[config.mk]
export PLATFORM = sky130hd
export DESIGN_NAME = dns_name_wire_to_text_top_flat
export DESIGN_NICKNAME = d
export VERILOG_FILES = /design/src/hdl/dnt_pkg.sv /design/src/hdl/dnt_if.sv /design/src/hdl/dnt_skid.sv /design/src/hdl/dnt_engine.sv /design/src/hdl/dns_name_wire_to_text_top.sv /design/src/flat_wrapper.sv
export SDC_FILE = /design/constraint.sdc
export NUM_CORES = 1
export LEC_CHECK = 0
export ABC_AREA = 1
export BUFFER_PORTS_ARGS = -buffer_cell sky130_fd_sc_hd__clkbuf_2
export CAP_MARGIN = 30
export CORE_MARGIN = 1.5
export CORE_UTILIZATION = 45
export DETAILED_ROUTE_END_ITERATION = 10
export PLACE_DENSITY = 0.63
export SLEW_MARGIN = 20
export SYNTH_ARGS = -nofsm -noshare
export SYNTH_HDL_FRONTEND = slang
export SYNTH_SLANG_ARGS = --single-unit
export TNS_END_PERCENT = 50
[constraint.sdc]
create_clock -name clk -period 7.78 [get_ports clk]
set_clock_uncertainty 0.15 [all_clocks]
set_input_delay 0.778 -clock clk [delete_from_list [all_inputs] [get_ports clk]]
set_output_delay 0.778 -clock clk [all_outputs]
set_load 0.03 [all_outputs]
[src/hdl/dnt_pkg.sv]
// ----------------------------------------------------------------------------
// dnt_pkg
// Types, constants and helpers for the DNS name wire-to-text converter.
// ----------------------------------------------------------------------------
package dnt_pkg;

  localparam int MAX_TEXT_SIZE = 1024;
  localparam int SIZE_W        = 11;
  localparam int LEN_W         = 10;
  localparam int LABEL_W       = 6;
  localparam int MAX_RESULTS   = 4;
  localparam int CNT_W         = 3;
  localparam int IDX_W         = 2;

  localparam logic [7:0] MAX_LABEL = 8'd64;
  localparam logic [7:0] CH_SPACE  = 8'h20;
  localparam logic [7:0] CH_DEL    = 8'h7f;
  localparam logic [7:0] CH_BSLASH = 8'h5c;
  localparam logic [7:0] CH_DOT    = 8'h2e;
  localparam logic [7:0] CH_ZERO   = 8'h30;

  localparam logic [SIZE_W-1:0] DEST_SIZE_RST = SIZE_W'(MAX_TEXT_SIZE);

  typedef enum logic [1:0] {
    ST_CHAR = 2'd0,
    ST_DONE = 2'd1,
    ST_ERR  = 2'd2
  } status_t;

  typedef struct packed {
    logic [7:0] name_byte;
    logic       start_of_name;
  } in_item_t;

  typedef struct packed {
    logic [7:0]       out_char;
    logic             char_valid;
    logic             last;
    status_t          status;
    logic [LEN_W-1:0] text_length;
  } result_t;

  function automatic result_t mk_char(input logic [7:0] ch);
    result_t r;
    r.out_char    = ch;
    r.char_valid  = 1'b1;
    r.last        = 1'b0;
    r.status      = ST_CHAR;
    r.text_length = '0;
    return r;
  endfunction

  function automatic result_t mk_err();
    result_t r;
    r.out_char    = '0;
    r.char_valid  = 1'b0;
    r.last        = 1'b1;
    r.status      = ST_ERR;
    r.text_length = '0;
    return r;
  endfunction

  function automatic result_t mk_term(input logic [SIZE_W-1:0] len);
    result_t r;
    r.out_char    = '0;
    r.char_valid  = 1'b1;
    r.last        = 1'b1;
    r.status      = ST_DONE;
    r.text_length = len[LEN_W-1:0];
    return r;
  endfunction

  // C + need <= S, no wrap
  function automatic logic has_room(input logic [SIZE_W-1:0] cw,
                                    input logic [SIZE_W-1:0] lim,
                                    input logic [2:0]        need);
    logic [SIZE_W:0] sum;
    sum = {1'b0, cw} + (SIZE_W+1)'(need);
    return sum <= {1'b0, lim};
  endfunction

  function automatic logic needs_quote(input logic [7:0] c);
    return c == 8'h22 || c == 8'h2e || c == 8'h3b || c == 8'h5c ||
           c == 8'h28 || c == 8'h29 || c == 8'h40 || c == 8'h24;
  endfunction

  // Three ASCII decimal digits via reciprocal multiplies (exact for 0..255)
  function automatic logic [23:0] dec3(input logic [7:0] b);
    logic [13:0] ph;
    logic [1:0]  h;
    logic [6:0]  r100;
    logic [14:0] pt;
    logic [3:0]  t;
    logic [3:0]  u;
    ph   = 14'(b) * 14'd41;
    h    = ph[13:12];
    r100 = 7'(b - 8'(h) * 8'd100);
    pt   = 15'(r100) * 15'd205;
    t    = pt[14:11];
    u    = 4'(r100 - 7'(t) * 7'd10);
    return {CH_ZERO + 8'(h), CH_ZERO + 8'(t), CH_ZERO + 8'(u)};
  endfunction

endpackage

[src/hdl/dnt_if.sv]
// ----------------------------------------------------------------------------
// dnt_if
// Valid/ready channel interfaces for name octets and text results.
// ----------------------------------------------------------------------------
interface dnt_in_if;
  logic       valid;
  logic       ready;
  logic [7:0] name_byte;
  logic       start_of_name;

  modport source (output valid, output name_byte, output start_of_name, input ready);
  modport sink   (input valid, input name_byte, input start_of_name, output ready);
endinterface

interface dnt_out_if;
  logic       valid;
  logic       ready;
  logic [7:0] out_char;
  logic       char_valid;
  logic       last;
  logic [1:0] status;
  logic [9:0] text_length;

  modport source (output valid, output out_char, output char_valid, output last,
                  output status, output text_length, input ready);
  modport sink   (input valid, input out_char, input char_valid, input last,
                  input status, input text_length, output ready);
endinterface

[src/hdl/dnt_skid.sv]
// ----------------------------------------------------------------------------
// dnt_skid
// Two-entry output buffer; upstream ready comes from a register only.
// ----------------------------------------------------------------------------
module dnt_skid (
  input  logic             clk,
  input  logic             rst_n,
  input  logic             up_valid,
  output logic             up_ready,
  input  dnt_pkg::result_t up_data,
  output logic             dn_valid,
  input  logic             dn_ready,
  output dnt_pkg::result_t dn_data
);
  import dnt_pkg::*;

  result_t    head_r, tail_r;
  logic [1:0] cnt_r, cnt_nxt;
  logic       push, pop;

  assign up_ready = (cnt_r != 2'd2);
  assign dn_valid = (cnt_r != 2'd0);
  assign dn_data  = head_r;
  assign push     = up_valid && up_ready;
  assign pop      = dn_valid && dn_ready;

  always_comb begin
    cnt_nxt = cnt_r;
    if (push && !pop) begin
      cnt_nxt = cnt_r + 2'd1;
    end else if (pop && !push) begin
      cnt_nxt = cnt_r - 2'd1;
    end
  end

  always_ff @(posedge clk) begin
    if (!rst_n) begin
      cnt_r <= 2'd0;
    end else begin
      cnt_r <= cnt_nxt;
    end
  end

  always_ff @(posedge clk) begin
    priority if (pop && cnt_r == 2'd2) begin
      head_r <= tail_r;
      if (push) begin
        tail_r <= up_data;
      end
    end else if (pop) begin
      if (push) begin
        head_r <= up_data;
      end
    end else if (push) begin
      if (cnt_r == 2'd0) begin
        head_r <= up_data;
      end else begin
        tail_r <= up_data;
      end
    end
  end

endmodule

[src/hdl/dnt_engine.sv]
// ----------------------------------------------------------------------------
// dnt_engine
// Name state, per-octet burst of up to four results, and burst sequencer.
// ----------------------------------------------------------------------------
module dnt_engine (
  input  logic                         clk,
  input  logic                         rst_n,
  input  logic                         cfg_wr_en,
  input  logic [dnt_pkg::SIZE_W-1:0]   cfg_wr_data,
  input  logic                         in_valid,
  output logic                         in_ready,
  input  dnt_pkg::in_item_t            in_item,
  output logic                         res_valid,
  input  logic                         res_ready,
  output dnt_pkg::result_t             res_data
);
  import dnt_pkg::*;

  logic [SIZE_W-1:0]  dest_size_r;
  logic [LABEL_W-1:0] lr_r, lr_nxt;
  logic [SIZE_W-1:0]  cw_r, cw_nxt;
  logic               disc_r, disc_nxt;
  result_t            burst_r [MAX_RESULTS];
  result_t            nb      [MAX_RESULTS];
  logic [CNT_W-1:0]   rem_r, n;
  logic [IDX_W-1:0]   idx_r;
  logic               fire, send;

  logic [SIZE_W-1:0]  lim;
  logic [LABEL_W-1:0] lr;
  logic [SIZE_W-1:0]  cw;
  logic               disc;
  logic [7:0]         b;
  logic [23:0]        digits;

  assign lim    = (dest_size_r > SIZE_W'(MAX_TEXT_SIZE)) ? SIZE_W'(MAX_TEXT_SIZE)
                                                          : dest_size_r;
  assign b      = in_item.name_byte;
  assign digits = dec3(b);

  assign send      = (rem_r != '0) && res_ready;
  assign in_ready  = (rem_r == '0) || (rem_r == CNT_W'(1) && res_ready);
  assign fire      = in_valid && in_ready;
  assign res_valid = (rem_r != '0);
  assign res_data  = burst_r[idx_r];

  always_comb begin
    lr   = lr_r;
    cw   = cw_r;
    disc = disc_r;
    if (in_item.start_of_name) begin
      lr   = '0;
      cw   = '0;
      disc = 1'b0;
    end
    for (int i = 0; i < MAX_RESULTS; i++) begin
      nb[i] = '0;
    end
    n        = '0;
    lr_nxt   = lr;
    cw_nxt   = cw;
    disc_nxt = disc;
    if (!disc) begin
      if (lr == '0) begin
        if (b == 8'd0) begin
          disc_nxt = 1'b1;
          if (cw == '0) begin
            // root name: a lone dot, then the terminator, or an error when out of room
            if (!has_room(cw, lim, 3'd1)) begin
              nb[0] = mk_err();
              n     = CNT_W'(1);
            end else if (!has_room(cw, lim, 3'd2)) begin
              nb[0]  = mk_char(CH_DOT);
              nb[1]  = mk_err();
              n      = CNT_W'(2);
              cw_nxt = SIZE_W'(1);
            end else begin
              nb[0]  = mk_char(CH_DOT);
              nb[1]  = mk_term(SIZE_W'(1));
              n      = CNT_W'(2);
              cw_nxt = SIZE_W'(1);
            end
          end else if (!has_room(cw, lim, 3'd1)) begin
            nb[0] = mk_err();
            n     = CNT_W'(1);
          end else begin
            nb[0] = mk_term(cw);
            n     = CNT_W'(1);
          end
        end else if (b >= MAX_LABEL || (cw != '0 && !has_room(cw, lim, 3'd1))) begin
          nb[0]    = mk_err();
          n        = CNT_W'(1);
          disc_nxt = 1'b1;
        end else begin
          if (cw != '0) begin
            nb[0]  = mk_char(CH_DOT);
            n      = CNT_W'(1);
            cw_nxt = cw + SIZE_W'(1);
          end
          lr_nxt = b[LABEL_W-1:0];
        end
      end else begin
        lr_nxt = lr - LABEL_W'(1);
        if (needs_quote(b)) begin
          if (has_room(cw, lim, 3'd2)) begin
            nb[0]  = mk_char(CH_BSLASH);
            nb[1]  = mk_char(b);
            n      = CNT_W'(2);
            cw_nxt = cw + SIZE_W'(2);
          end else begin
            nb[0]    = mk_err();
            n        = CNT_W'(1);
            disc_nxt = 1'b1;
            lr_nxt   = '0;
          end
        end else if (b <= CH_SPACE || b >= CH_DEL) begin
          if (has_room(cw, lim, 3'd4)) begin
            nb[0]  = mk_char(CH_BSLASH);
            nb[1]  = mk_char(digits[23:16]);
            nb[2]  = mk_char(digits[15:8]);
            nb[3]  = mk_char(digits[7:0]);
            n      = CNT_W'(4);
            cw_nxt = cw + SIZE_W'(4);
          end else begin
            nb[0]    = mk_err();
            n        = CNT_W'(1);
            disc_nxt = 1'b1;
            lr_nxt   = '0;
          end
        end else begin
          if (has_room(cw, lim, 3'd2)) begin
            nb[0]  = mk_char(b);
            n      = CNT_W'(1);
            cw_nxt = cw + SIZE_W'(1);
          end else begin
            nb[0]    = mk_err();
            n        = CNT_W'(1);
            disc_nxt = 1'b1;
            lr_nxt   = '0;
          end
        end
      end
    end
  end

  always_ff @(posedge clk) begin
    if (!rst_n) begin
      dest_size_r <= DEST_SIZE_RST;
      lr_r        <= '0;
      cw_r        <= '0;
      disc_r      <= 1'b1;
      rem_r       <= '0;
      idx_r       <= '0;
    end else begin
      if (cfg_wr_en) begin
        dest_size_r <= cfg_wr_data;
      end
      if (fire) begin
        lr_r   <= lr_nxt;
        cw_r   <= cw_nxt;
        disc_r <= disc_nxt;
        rem_r  <= n;
        idx_r  <= '0;
      end else if (send) begin
        rem_r <= rem_r - CNT_W'(1);
        idx_r <= idx_r + IDX_W'(1);
      end
    end
  end

  always_ff @(posedge clk) begin
    if (fire) begin
      for (int i = 0; i < MAX_RESULTS; i++) begin
        burst_r[i] <= nb[i];
      end
    end
  end

`ifndef SYNTHESIS
  a_rem_bound: assert property (@(posedge clk) disable iff (!rst_n)
    rem_r <= CNT_W'(MAX_RESULTS))
    else $error("burst count out of range");

  a_last_final: assert property (@(posedge clk) disable iff (!rst_n)
    rem_r > CNT_W'(1) |-> !res_data.last)
    else $error("last flag before end of burst");

  a_discard_silent: assert property (@(posedge clk) disable iff (!rst_n)
    fire && disc_r && !in_item.start_of_name |=> rem_r == '0 && disc_r)
    else $error("result produced while discarding");

  a_cw_bound: assert property (@(posedge clk) disable iff (!rst_n)
    cw_r <= SIZE_W'(MAX_TEXT_SIZE))
    else $error("character count beyond text space");
`endif

endmodule

[src/hdl/dns_name_wire_to_text_top.sv]
// ----------------------------------------------------------------------------
// dns_name_wire_to_text_top
// Streams a wire-format DNS name into presentation text, one char per transfer.
// ----------------------------------------------------------------------------
// Usage:
//   in_ch  : one name octet per transfer; start_of_name flags the first octet
//            of a name and restarts the converter even inside a label.
//   out_ch : one text character, terminator or error per transfer; last marks
//            the final transfer of a name.
//   cfg_*  : dest_size written with cfg_wr_en; the user writes it only while
//            the block is idle, and the block does no check of this.
// Order: results are registered in the burst sequencer, then the output buffer.
// Throughput: one octet per cycle while each gives at most one result and
//   the buffer has room; an octet giving more results (escape: up to 4) holds
//   the input while the sequencer emits them, one per cycle as room allows.
// Reset: dest_size returns to 1024 and octets are dropped until start_of_name.
// Stall: a two-entry output buffer plus the pending burst absorb a stalled
//   receiver; in_ch.ready then drops until space frees up.
// ----------------------------------------------------------------------------
module dns_name_wire_to_text_top (
  input  logic                       clk,
  input  logic                       rst_n,
  input  logic                       cfg_wr_en,
  input  logic [dnt_pkg::SIZE_W-1:0] cfg_wr_data,
  dnt_in_if.sink                     in_ch,
  dnt_out_if.source                  out_ch
);
  import dnt_pkg::*;

  in_item_t in_item;
  result_t  eng_data, out_data;
  logic     eng_valid, eng_ready;

  assign in_item.name_byte     = in_ch.name_byte;
  assign in_item.start_of_name = in_ch.start_of_name;

  dnt_engine u_engine (
    .clk         (clk),
    .rst_n       (rst_n),
    .cfg_wr_en   (cfg_wr_en),
    .cfg_wr_data (cfg_wr_data),
    .in_valid    (in_ch.valid),
    .in_ready    (in_ch.ready),
    .in_item     (in_item),
    .res_valid   (eng_valid),
    .res_ready   (eng_ready),
    .res_data    (eng_data)
  );

  dnt_skid u_skid (
    .clk      (clk),
    .rst_n    (rst_n),
    .up_valid (eng_valid),
    .up_ready (eng_ready),
    .up_data  (eng_data),
    .dn_valid (out_ch.valid),
    .dn_ready (out_ch.ready),
    .dn_data  (out_data)
  );

  assign out_ch.out_char    = out_data.out_char;
  assign out_ch.char_valid  = out_data.char_valid;
  assign out_ch.last        = out_data.last;
  assign out_ch.status      = out_data.status;
  assign out_ch.text_length = out_data.text_length;

endmodule
[src/flat_wrapper.sv]
// flat-port wrapper written by rule: the top's interface ports become plain ports
module dns_name_wire_to_text_top_flat import dnt_pkg::*;
  (clk, rst_n, cfg_wr_en, cfg_wr_data, in_ch_valid, in_ch_name_byte, in_ch_start_of_name, in_ch_ready, out_ch_valid, out_ch_out_char, out_ch_char_valid, out_ch_last, out_ch_status, out_ch_text_length, out_ch_ready);
  dnt_in_if in_ch_i ();
  dnt_out_if out_ch_i ();
  input  logic clk;
  input  logic rst_n;
  input  logic cfg_wr_en;
  input  logic [dnt_pkg::SIZE_W-1:0] cfg_wr_data;
  input wire logic [$bits(in_ch_i.valid)-1:0] in_ch_valid;
  input wire logic [$bits(in_ch_i.name_byte)-1:0] in_ch_name_byte;
  input wire logic [$bits(in_ch_i.start_of_name)-1:0] in_ch_start_of_name;
  output wire logic [$bits(in_ch_i.ready)-1:0] in_ch_ready;
  output wire logic [$bits(out_ch_i.valid)-1:0] out_ch_valid;
  output wire logic [$bits(out_ch_i.out_char)-1:0] out_ch_out_char;
  output wire logic [$bits(out_ch_i.char_valid)-1:0] out_ch_char_valid;
  output wire logic [$bits(out_ch_i.last)-1:0] out_ch_last;
  output wire logic [$bits(out_ch_i.status)-1:0] out_ch_status;
  output wire logic [$bits(out_ch_i.text_length)-1:0] out_ch_text_length;
  input wire logic [$bits(out_ch_i.ready)-1:0] out_ch_ready;
  assign in_ch_i.valid = in_ch_valid;
  assign in_ch_i.name_byte = in_ch_name_byte;
  assign in_ch_i.start_of_name = in_ch_start_of_name;
  assign in_ch_ready = in_ch_i.ready;
  assign out_ch_valid = out_ch_i.valid;
  assign out_ch_out_char = out_ch_i.out_char;
  assign out_ch_char_valid = out_ch_i.char_valid;
  assign out_ch_last = out_ch_i.last;
  assign out_ch_status = out_ch_i.status;
  assign out_ch_text_length = out_ch_i.text_length;
  assign out_ch_i.ready = out_ch_ready;
  dns_name_wire_to_text_top u_core (.clk(clk), .rst_n(rst_n), .cfg_wr_en(cfg_wr_en), .cfg_wr_data(cfg_wr_data), .in_ch(in_ch_i), .out_ch(out_ch_i));
endmodule
==> results of run 1 <==
cell usage after synthesis, drive strengths merged (4+ instances only):
cell / count
clkbuf: 13
a21oi: 64
mux2: 22
edfxtp: 87
o221ai: 4
nor3: 8
o31ai: 5
dfxtp: 38
o21ai: 68
fa: 12
buf: 10
xnor2: 6
xor2: 29
inv: 144
nand2: 267
o211ai: 8
ha: 106
nand3b: 4
nand3: 53
nand4: 6
nor2: 143
state kept, by name, indices dropped and copies added, names as in the netlist, named ones only:
register and count:
u_core.u_engine.burst_r 43, u_core.u_engine.cw_r 11, u_core.u_engine.dest_size_r 11, u_core.u_engine.disc_r 1, u_core.u_engine.idx_r 2, u_core.u_engine.lr_r 6
u_core.u_engine.rem_r 3, u_core.u_skid.cnt_r 2, u_core.u_skid.dn_data 22, u_core.u_skid.tail_r 22
cell type report:
class | count | share of cell area, %
inverters | 146 | 5.01
well taps | 270 | 3.09
flip-flops and latches | 125 | 30.9
repair buffers | 77 | 4.66
multi-input cells | 829 | 50.7
clock buffers | 18 | 3.93
clock inverters | 13 | 1.75
per-layer routing:
metal / vias to the layer above / routed length (um)
met5: - / 0
met4: 0 / 417
met3: 30 / 1310
met2: 232 / 10000
met1: 3478 / 10600
li1: 3888 / -
final timing paths:
path | startpoint | endpoint | slack [ps] | depth (start not counted)
max reg2reg | u_core.u_engine.cw_r[1] | u_core.u_engine.cw_r[7] | 3350 | 23
min | u_core.u_engine.cw_r[2] | u_core.u_engine.cw_r[2] | 300 | 2
max | in_ch_name_byte[4] | u_core.u_engine.burst_r[3][17] | 170 | 42
min reg2reg | u_core.u_engine.cw_r[2] | u_core.u_engine.cw_r[2] | 300 | 2
layout by cell type, fill, tap and decap left out, types with 5 or more instances in the layout:
cell,count
mux2_2,22
nand2_1,247
o211ai_1,8
buf_6,5
xor2_1,27
nor3_1,6
fa_1,8
nand3_1,42
nand2_2,17
o21ai_0,49
clkbuf_16,17
a21oi_1,55
nand3_4,5
nor2_1,126
nor2_2,10
buf_4,25
nor2_4,7
dfxtp_1,38
inv_2,19
o31ai_1,5
inv_1,125
a21oi_2,8
ha_4,15
edfxtp_1,87
nand3_2,6
o21ai_1,19
nand4_1,6
clkbuf_2,44
ha_1,89
tightest hold or removal path, delay by kind of cell, from the launching register on:
kind | cells | cell delay [ps]
and+or+nand+nor | 2 | 100
DFF | 1 | 310
through the flow:
step | power, mW | instance area, um^2 | utilization [%]
CTS | 4.30 | 10700 | 52.7
detailed placement | 3.45 | 10100 | 49.6
floorplan | 2.80 | 9390 | -
finish | 4.56 | 10900 | 53.9
global placement | 3.37 | 10000 | 49.4
global route | 4.93 | 10900 | 53.9
cell families after synthesis:
logic type	count (synthesis)	synth area share, %
flops	125	36.2
compound gates	167	10.3
other cells	1	0.0402
buf+inv	169	7.25
fa+ha+maj	118	16.8
mux	22	2.66
simple gates	485	23.4
xor+xnor	35	3.37
power groups by stage:
stage	sequential [mW]	clock, mW	combinational (mW)
final	1.11	0.837	2.62
after global routing	1.13	0.877	2.93
after CTS	1.11	0.847	2.35
after detailed placement	1.12	0	2.33
after global placement	1.12	0	2.25
after floorplan	1.22	0	1.58
what timing repair did:
action,CTS,global route
gates resized for setup,0,40
setup endpoints to repair,1,2
cloned,0,0
buffers inserted,1,1
pin swaps,5,41
hold buffers,0,0
==> flow_summary.json, run 1 <==
{
  "post-route-drc-count": 0,
  "grt_first_pass_wirelength_um": 36300,
  "synth_area_leaders": "edfxtp_1, ha_1, nand2_1",
  "sequentialPowerShare_pct": 24.3,
  "internal_power_mw": 2.63,
  "synth-edff-count": 87,
  "drv_slew": 0,
  "setup-tns-final_ps": 0,
  "ctsLongestPathBuffers": 2,
  "core-area_mm2": 0.0203,
  "endpoint_kind": "flip-flop",
  "synth_top_area_share_pct": 28.0,
  "yosys.area.top_type": "edfxtp_1",
  "grt_max_degree": 51,
  "cellPowerDensity_mw_per_mm2": 417,
  "grtUsageMet2_pct": 33.3,
  "grt_overflow": 0,
  "n_antenna_cell": 0,
  "stdcell_count": 1478,
  "avgViaCountPerCell": 5.16,
  "crit_top_cell": "ha_4",
  "drive_above_1_share_pct": 19.5,
  "crit_path_start_kind": "input pin",
  "min_period_ps": 7610,
  "clk_pin_slew_ps": 60,
  "num_rows": 52,
  "critPathKind": "in -> reg",
  "track_usage_pct": 21.2,
  "rsz0062_at_grt": "yes",
  "arrival_ps": 7610,
  "numCtsBuffers": 17,
  "wirelength_um": 22400,
  "top_usage_layer": "met2",
  "firstDrtPassIters": 5,
  "use_met1_pct": 30.0,
  "p_leak_nw": 5.05,
  "worstMarginPinSlew_ps": 841,
  "required_ps": 7780,
  "gp_congestion": 0.934,
  "synth_seq_cells": 125,
  "fillers": 1933,
  "switching_share_pct": 42.4,
  "hold_ws_ps": 303,
  "insertion_delay_ps": 420,
  "cp_slowest_stage_delay_ps": 530,
  "setup_violations": 0,
  "drtAntennaViolNets": 0,
  "yosys_warnings": 0,
  "wl_per_cell_um": 15.1,
  "outcome": "completed",
  "p_comb_share_pct": 57.4,
  "vias": 7628,
  "clkPwrFrac_pct": 18.3,
  "clock_sinks": 125,
  "synth_ff_type": "edfxtp_1",
  "switchingPower_mw": 1.93,
  "initial_core_util_pct": 45.9,
  "cts_tree": "done",
  "met3_usage_pct": 3.35,
  "fmax_mhz": 131,
  "crit_family": "adder cells",
  "fin_ws_ps": 173,
  "syn-cell-area_mm2": 0.00932,
  "place_ws_ps": -457,
  "hpwl_um": 16900,
  "path_max_fanout": 3,
  "syn-mean-instance-area_um2": 8.31,
  "die_y_um": 147,
  "drv_cap": 0,
  "ff_latch_area_mm2": 0.00337,
  "fin_nets": 1339,
  "initialDrtViolationCount": 458,
  "async_reset_ff_share_pct": 0,
  "synthCells": 1122,
  "critPathBufInv": 8,
  "area_growth_pct": 17.3,
  "hold_class": "reg -> reg",
  "slew_headroom_pct": 43.8,
  "multi_input_area_mm2": 0.00554,
  "io_buffers": 48,
  "io_pins": 49,
  "hold_violations": 0,
  "grt_pass1_vias": 7195,
  "ys_seq_area_share_pct": 36.2,
  "finalCritPeriodShare_pct": 97.8,
  "dieWidth_um": 147,
  "htree_levels": 4,
  "antenna_found_initial": 0,
  "dieArea_mm2": 0.0216,
  "yosys.cell_types.count": 51,
  "cp_slowest_cell": "fa_1",
  "cts-root-buf": "clkbuf_16",
  "dp_cells": 1445,
  "max-vdd-ir-drop_v": 0.000306
}
Note: power is estimated with default switching activity, not from simulation.
==> run 2: changes to the inputs <==
--- a/config.mk
+++ b/config.mk
@@ -6,7 +6,7 @@
 export NUM_CORES = 1
 export LEC_CHECK = 0
 export ABC_AREA = 1
-export BUFFER_PORTS_ARGS = -buffer_cell sky130_fd_sc_hd__clkbuf_2
+export BUFFER_PORTS_ARGS = -buffer_cell sky130_fd_sc_hd__buf_2
 export CAP_MARGIN = 30
 export CORE_MARGIN = 1.5
 export CORE_UTILIZATION = 45
==> constraint.sdc (replaced) <==
create_clock -name clk -period 7.78 [get_ports clk]
set_clock_uncertainty 0.15 [all_clocks]
set_input_delay 1.167 -clock clk [delete_from_list [all_inputs] [get_ports clk]]
set_output_delay 1.167 -clock clk [all_outputs]
set_load 0.03 [all_outputs]
==> run 2 against run 1 <==
  * The run now ends with setup timing left
  * Maximum frequency down 2.7%
  * Global-route usage is 0.35 points higher
  * Sequential share of layout area is 0.32 points lower
  * Critical path type unchanged
==> flow_summary.json, run 2 (synthesis gave the netlist of run 1 again) <==
{
  "outcome": "finished with violations",
  "violations": "setup timing",
  "slew_headroom_pct": 43.5,
  "fin_ws_ps": -40.2,
  "dp_cells": 1451,
  "clkPwrFrac_pct": 16.5,
  "final_cell_mix": "nand2_1, inv_1, nor2_1",
  "firstDrtPassIters": 5,
  "hold_ws_ps": 305,
  "cellPowerDensity_mw_per_mm2": 442,
  "core-area_mm2": 0.0203,
  "fillers": 1890,
  "min_period_ps": 7820,
  "arrival_ps": 7830,
  "n_antenna_cell": 0,
  "hold_class": "reg -> reg",
  "vias": 7655,
  "min_to": "u_core.u_engine.cw_r[2]",
  "max-vdd-ir-drop_v": 0.000379,
  "avgViaCountPerCell": 5.13,
  "grt_max_degree": 51,
  "sequentialPowerShare_pct": 22.6,
  "die_y_um": 147,
  "hold_violations": 0,
  "multi_input_area_mm2": 0.00558,
  "grt_first_pass_wirelength_um": 37000,
  "place_area_mm2": 0.0101,
  "final_common_cell": "nand2_1",
  "r2r_cells": 23,
  "grt_pass1_vias": 7408,
  "antenna_found_initial": 0,
  "clk_pin_slew_ps": 70,
  "drtAntennaViolNets": 0,
  "setup_violations": 1,
  "dieWidth_um": 147,
  "ctsLongestPathBuffers": 2,
  "internal_power_mw": 2.85,
  "num_rows": 52,
  "endpoint_kind": "flip-flop",
  "required_ps": 7790,
  "hold-path-cell-count": 2,
  "clock_sinks": 125,
  "cp_slowest_stage_delay_ps": 550,
  "track_usage_pct": 21.5,
  "initialDrtViolationCount": 556,
  "cp_slowest_cell": "fa_2",
  "cts-root-buf": "clkbuf_16",
  "switchingPower_mw": 2.03,
  "p_comb_share_pct": 60.8,
  "reg2reg_setup_slack_ps": 3390,
  "post-route-drc-count": 0,
  "wl_per_cell_um": 15.0,
  "r2r_end": "u_core.u_engine.cw_r[3]",
  "fin_nets": 1353,
  "ff_latch_area_mm2": 0.00337,
  "stdcell_count": 1493,
  "fin_area_mm2": 0.0110,
  "r2r_start": "u_core.u_engine.cw_r[1]",
  "p_total_mw": 4.88,
  "worstMarginPinSlew_ps": 845,
  "wirelength_um": 22400,
  "min_from": "u_core.u_engine.cw_r[2]",
  "crit_top_cell": "ha_4",
  "area_growth_pct": 18.5,
  "crit_path_start_kind": "input pin",
  "switching_share_pct": 41.5,
  "io_pins": 49,
  "ctsHoldBuffers": 0,
  "insertion_delay_ps": 420,
  "path_max_fanout": 3,
  "drv_slew": 0,
  "drive_above_1_share_pct": 21.1,
  "drv_cap": 0,
  "grt_overflow": 0,
  "htree_levels": 4,
  "io_buffers": 48,
  "regMostFlops": "u_core.u_engine.burst_r",
  "largest_reg_flops": 43,
  "crit_path_start": "in_ch_name_byte[2]",
  "fmax_mhz": 128,
  "hpwl_um": 17000,
  "gp_congestion": 0.928,
  "cts_tree": "done",
  "rsz0062_at_grt": "yes",
  "initial_core_util_pct": 45.9,
  "p_leak_nw": 5.11,
  "finalCritPeriodShare_pct": 101,
  "dieArea_mm2": 0.0216,
  "critPathKind": "in -> reg",
  "numCtsBuffers": 17
}
-- run 2: cell count changes in the layout (fill, tap and decap cells not counted), sizes merged --
cell,before,now
buf,33,91
bufinv,4,3
clkbuf,62,19
inv,145,146
-- run 2: worst max-delay path by stage --
stage,end,cells after the start
2_1_floorplan,u_core.u_engine.burst_r[3][17],42
4_1_cts,u_core.u_engine.burst_r[3][17],42
6_report,u_core.u_engine.burst_r[3][17],42
3_5_place_dp,u_core.u_engine.burst_r[3][17],42
5_1_grt,u_core.u_engine.burst_r[3][17],42
3_3_place_gp,u_core.u_engine.burst_r[3][17],42
-- run 2: routing by layer --
layer	part of all wire [%]	global-route usage, %	vias to the layer above
met4	2.3	6.95	0
met2	44	34.2	227
li1	-	-	3915
met1	48	30.0	3475
met3	5.1	3.63	38
met5	0	0	-
-- run 2: final cells by class --
| type | instances | area share, % |
|---|---|---|
| clock buffers | 19 | 3.92 |
| well taps | 270 | 3.06 |
| flip-flops and latches | 125 | 30.5 |
| inverters | 146 | 4.96 |
| repair buffers | 91 | 5.54 |
| clock inverters | 13 | 1.51 |
| multi-input cells | 829 | 50.5 |
-- run 2: power by group through the flow --
stage | logic, mW | clock network [mW] | registers (mW)
6_report | 2.97 | 0.805 | 1.10
5_1_grt | 3.32 | 0.845 | 1.13
4_1_cts | 2.78 | 0.815 | 1.11
3_5_place_dp | 2.36 | 0 | 1.12
3_3_place_gp | 2.31 | 0 | 1.11
2_1_floorplan | 1.59 | 0 | 1.22
-- run 2: worst max-delay path, delay by kind of cell --
family / cells / cell delay [ps]
adders and majority gates: 13 / 3910
and+or+nand+nor: 10 / 820
xor gates and xnor gates: 5 / 820
AOI/OAI and AO/OA: 6 / 600
buffers and inverters: 8 / 500
-- run 2: metrics by stage --
step                      util, %  setup TNS (ps)  setup slack [ps]
after floorplan                 -            -444              -344
after global placement       49.7           -1100              -626
after detailed placement     49.8           -1720              -758
after CTS                    54.0               0              4.44
after global routing         54.4            -790              -505
final                        54.4           -40.2             -40.2
-- run 2: what timing repair did --
| item | CTS | global route |
|---|---|---|
| buffers inserted | 12 | 1 |
| setup endpoints to repair | 2 | 5 |
| resized for setup | 21 | 25 |
| pin swaps | 34 | 8 |
==> run 3: changes to the inputs <==
--- a/config.mk
+++ b/config.mk
@@ -8,10 +8,12 @@
 export ABC_AREA = 1
 export BUFFER_PORTS_ARGS = -buffer_cell sky130_fd_sc_hd__buf_2
 export CAP_MARGIN = 30
+export CELL_PAD_IN_SITES_DETAIL_PLACEMENT = 1
+export CELL_PAD_IN_SITES_GLOBAL_PLACEMENT = 1
 export CORE_MARGIN = 1.5
-export CORE_UTILIZATION = 45
+export CORE_UTILIZATION = 43
 export DETAILED_ROUTE_END_ITERATION = 10
-export PLACE_DENSITY = 0.63
+export PLACE_DENSITY = 0.76
 export SLEW_MARGIN = 20
 export SYNTH_ARGS = -nofsm -noshare
 export SYNTH_HDL_FRONTEND = slang
==> run 3 against run 2 <==
  * The run still ends with setup timing left
  * Sequential cell count unchanged
  * Maximum frequency down 6.1%
  * Via count up 5.6%
  * Total power up 6.3%
  * Utilization down 1.9 points
  * Sequential power about the same
  * Cell area up 0.61%
  * Non-clock buffer count up 1
  * Wire length up 25%
  * Hold slack better by 10 ps
  * First-iteration DRC count down 29%
  * Critical endpoint unchanged
==> flow_summary.json, run 3 (synthesis gave the netlist of run 1 again) <==
{
  "outcome": "finished with violations",
  "violations": "setup timing",
  "dp_cells": 1458,
  "track_usage_pct": 25.7,
  "endpoint_kind": "flip-flop",
  "r2r_start": "u_core.u_engine.cw_r[1]",
  "min_from": "u_core.u_engine.rem_r[1]",
  "io_buffers": 48,
  "critPathKind": "in -> reg",
  "final_common_cell": "nand2_1",
  "initial_core_util_pct": 44.1,
  "final_util_pct": 52.5,
  "path_max_fanout": 3,
  "largest_reg_flops": 43,
  "arrival_ps": 8340,
  "ctsLongestPathBuffers": 2,
  "required_ps": 7800,
  "p_total_mw": 5.19,
  "wirelength_um": 27900,
  "cts-root-buf": "clkbuf_16",
  "p_leak_nw": 5.13,
  "fmax_mhz": 120,
  "min_to": "u_core.u_engine.rem_r[1]",
  "grt_overflow": 0,
  "drv_cap": 0,
  "clk_pin_slew_ps": 60,
  "cts_tree": "done",
  "dieArea_mm2": 0.0226,
  "hold_violations": 0,
  "dieWidth_um": 150,
  "initialDrtViolationCount": 394,
  "die_y_um": 150,
  "grt_pass1_vias": 8424,
  "regMostFlops": "u_core.u_engine.burst_r",
  "drv_slew": 0,
  "cellPowerDensity_mw_per_mm2": 467,
  "final_cell_mix": "nand2_1, inv_1, nor2_1",
  "slew_headroom_pct": 48.5,
  "io_pins": 49,
  "crit_path_start_kind": "input pin",
  "fin_nets": 1354,
  "rsz0062_at_grt": "yes",
  "place_area_mm2": 0.0101,
  "hold_class": "reg -> reg",
  "hpwl_um": 20100,
  "r2r_cells": 23,
  "max-vdd-ir-drop_v": 0.000342,
  "hold_ws_ps": 316,
  "cp_slowest_cell": "fa_2",
  "clock_sinks": 125,
  "post-route-drc-count": 0,
  "stdcell_count": 1498,
  "num_rows": 53,
  "wl_per_cell_um": 18.6,
  "setup-tns-final_ps": -716,
  "min_period_ps": 8330,
  "drive_above_1_share_pct": 21.9,
  "crit_path_start": "in_ch_name_byte[1]",
  "cp_slowest_stage_delay_ps": 530,
  "place_ws_ps": -992,
  "htree_levels": 4,
  "vias": 8081,
  "firstDrtPassIters": 5,
  "worstMarginPinSlew_ps": 772,
  "r2r_end": "u_core.u_engine.cw_r[3]",
  "avgViaCountPerCell": 5.39,
  "gp_congestion": 0.878,
  "hold-path-cell-count": 2,
  "finalCritPeriodShare_pct": 107,
  "grt_max_degree": 52,
  "numCtsBuffers": 17,
  "reg2reg_setup_slack_ps": 3280,
  "n_antenna_cell": 0,
  "antenna_found_initial": 0,
  "fin_area_mm2": 0.0111,
  "grt_first_pass_wirelength_um": 44500,
  "ctsHoldBuffers": 0,
  "area_growth_pct": 19.3,
  "setup_violations": 2,
  "core-area_mm2": 0.0212,
  "fin_ws_ps": -548,
  "drtAntennaViolNets": 0,
  "insertion_delay_ps": 430
}
[run 3: how the worst max path moves through the flow]
stage                                      to  depth (start not counted)
6_report       u_core.u_engine.burst_r[3][17]                         41
5_1_grt        u_core.u_engine.burst_r[3][17]                         41
4_1_cts        u_core.u_engine.burst_r[3][17]                         42
3_5_place_dp   u_core.u_engine.burst_r[3][17]                         42
3_3_place_gp   u_core.u_engine.burst_r[3][17]                         42
2_1_floorplan  u_core.u_engine.burst_r[3][17]                         42
[run 3: area by class of cell]
| type | instances | area, um^2 |
|---|---|---|
| fillers | 2518 | 10000 |
| well taps | 275 | 344 |
| clock buffers | 17 | 425 |
| clock inverters | 14 | 159 |
| multi-input cells | 829 | 5650 |
| flip-flops and latches | 125 | 3370 |
| repair buffers | 92 | 613 |
| inverters | 146 | 548 |
[run 3: timing repair]
| action | CTS | global route |
|---|---|---|
| endpoints found under the setup margin | 2 | 6 |
| buffers inserted | 11 | 1 |
| pin swaps | 32 | 42 |
| gates resized for setup | 16 | 39 |
[run 3: where the power goes]
| part | internal, mW | switching [mW] |
|---|---|---|
| registers | 1.02 | 0.0858 |
| clock network | 0.477 | 0.339 |
| logic | 1.35 | 1.91 |
[run 3: critical path: cells and delay by family]
family | cells | cell delay [ps]
XOR/XNOR | 6 | 980
buffers and inverters | 7 | 550
adder cells (fa/ha/maj) | 12 | 4020
AO/OA/AOI/OAI | 6 | 710
AND/OR/NAND/NOR | 10 | 900
[run 3: per-layer routing]
| layer | global-route usage [%] | routed length (um) | vias to the layer above |
|---|---|---|---|
| li1 | - | - | 3905 |
| met1 | 33.3 | 12400 | 3895 |
| met2 | 43.1 | 13500 | 225 |
| met3 | 4.06 | 1190 | 56 |
| met4 | 9.26 | 759 | 0 |
| met5 | 0 | 0 | - |
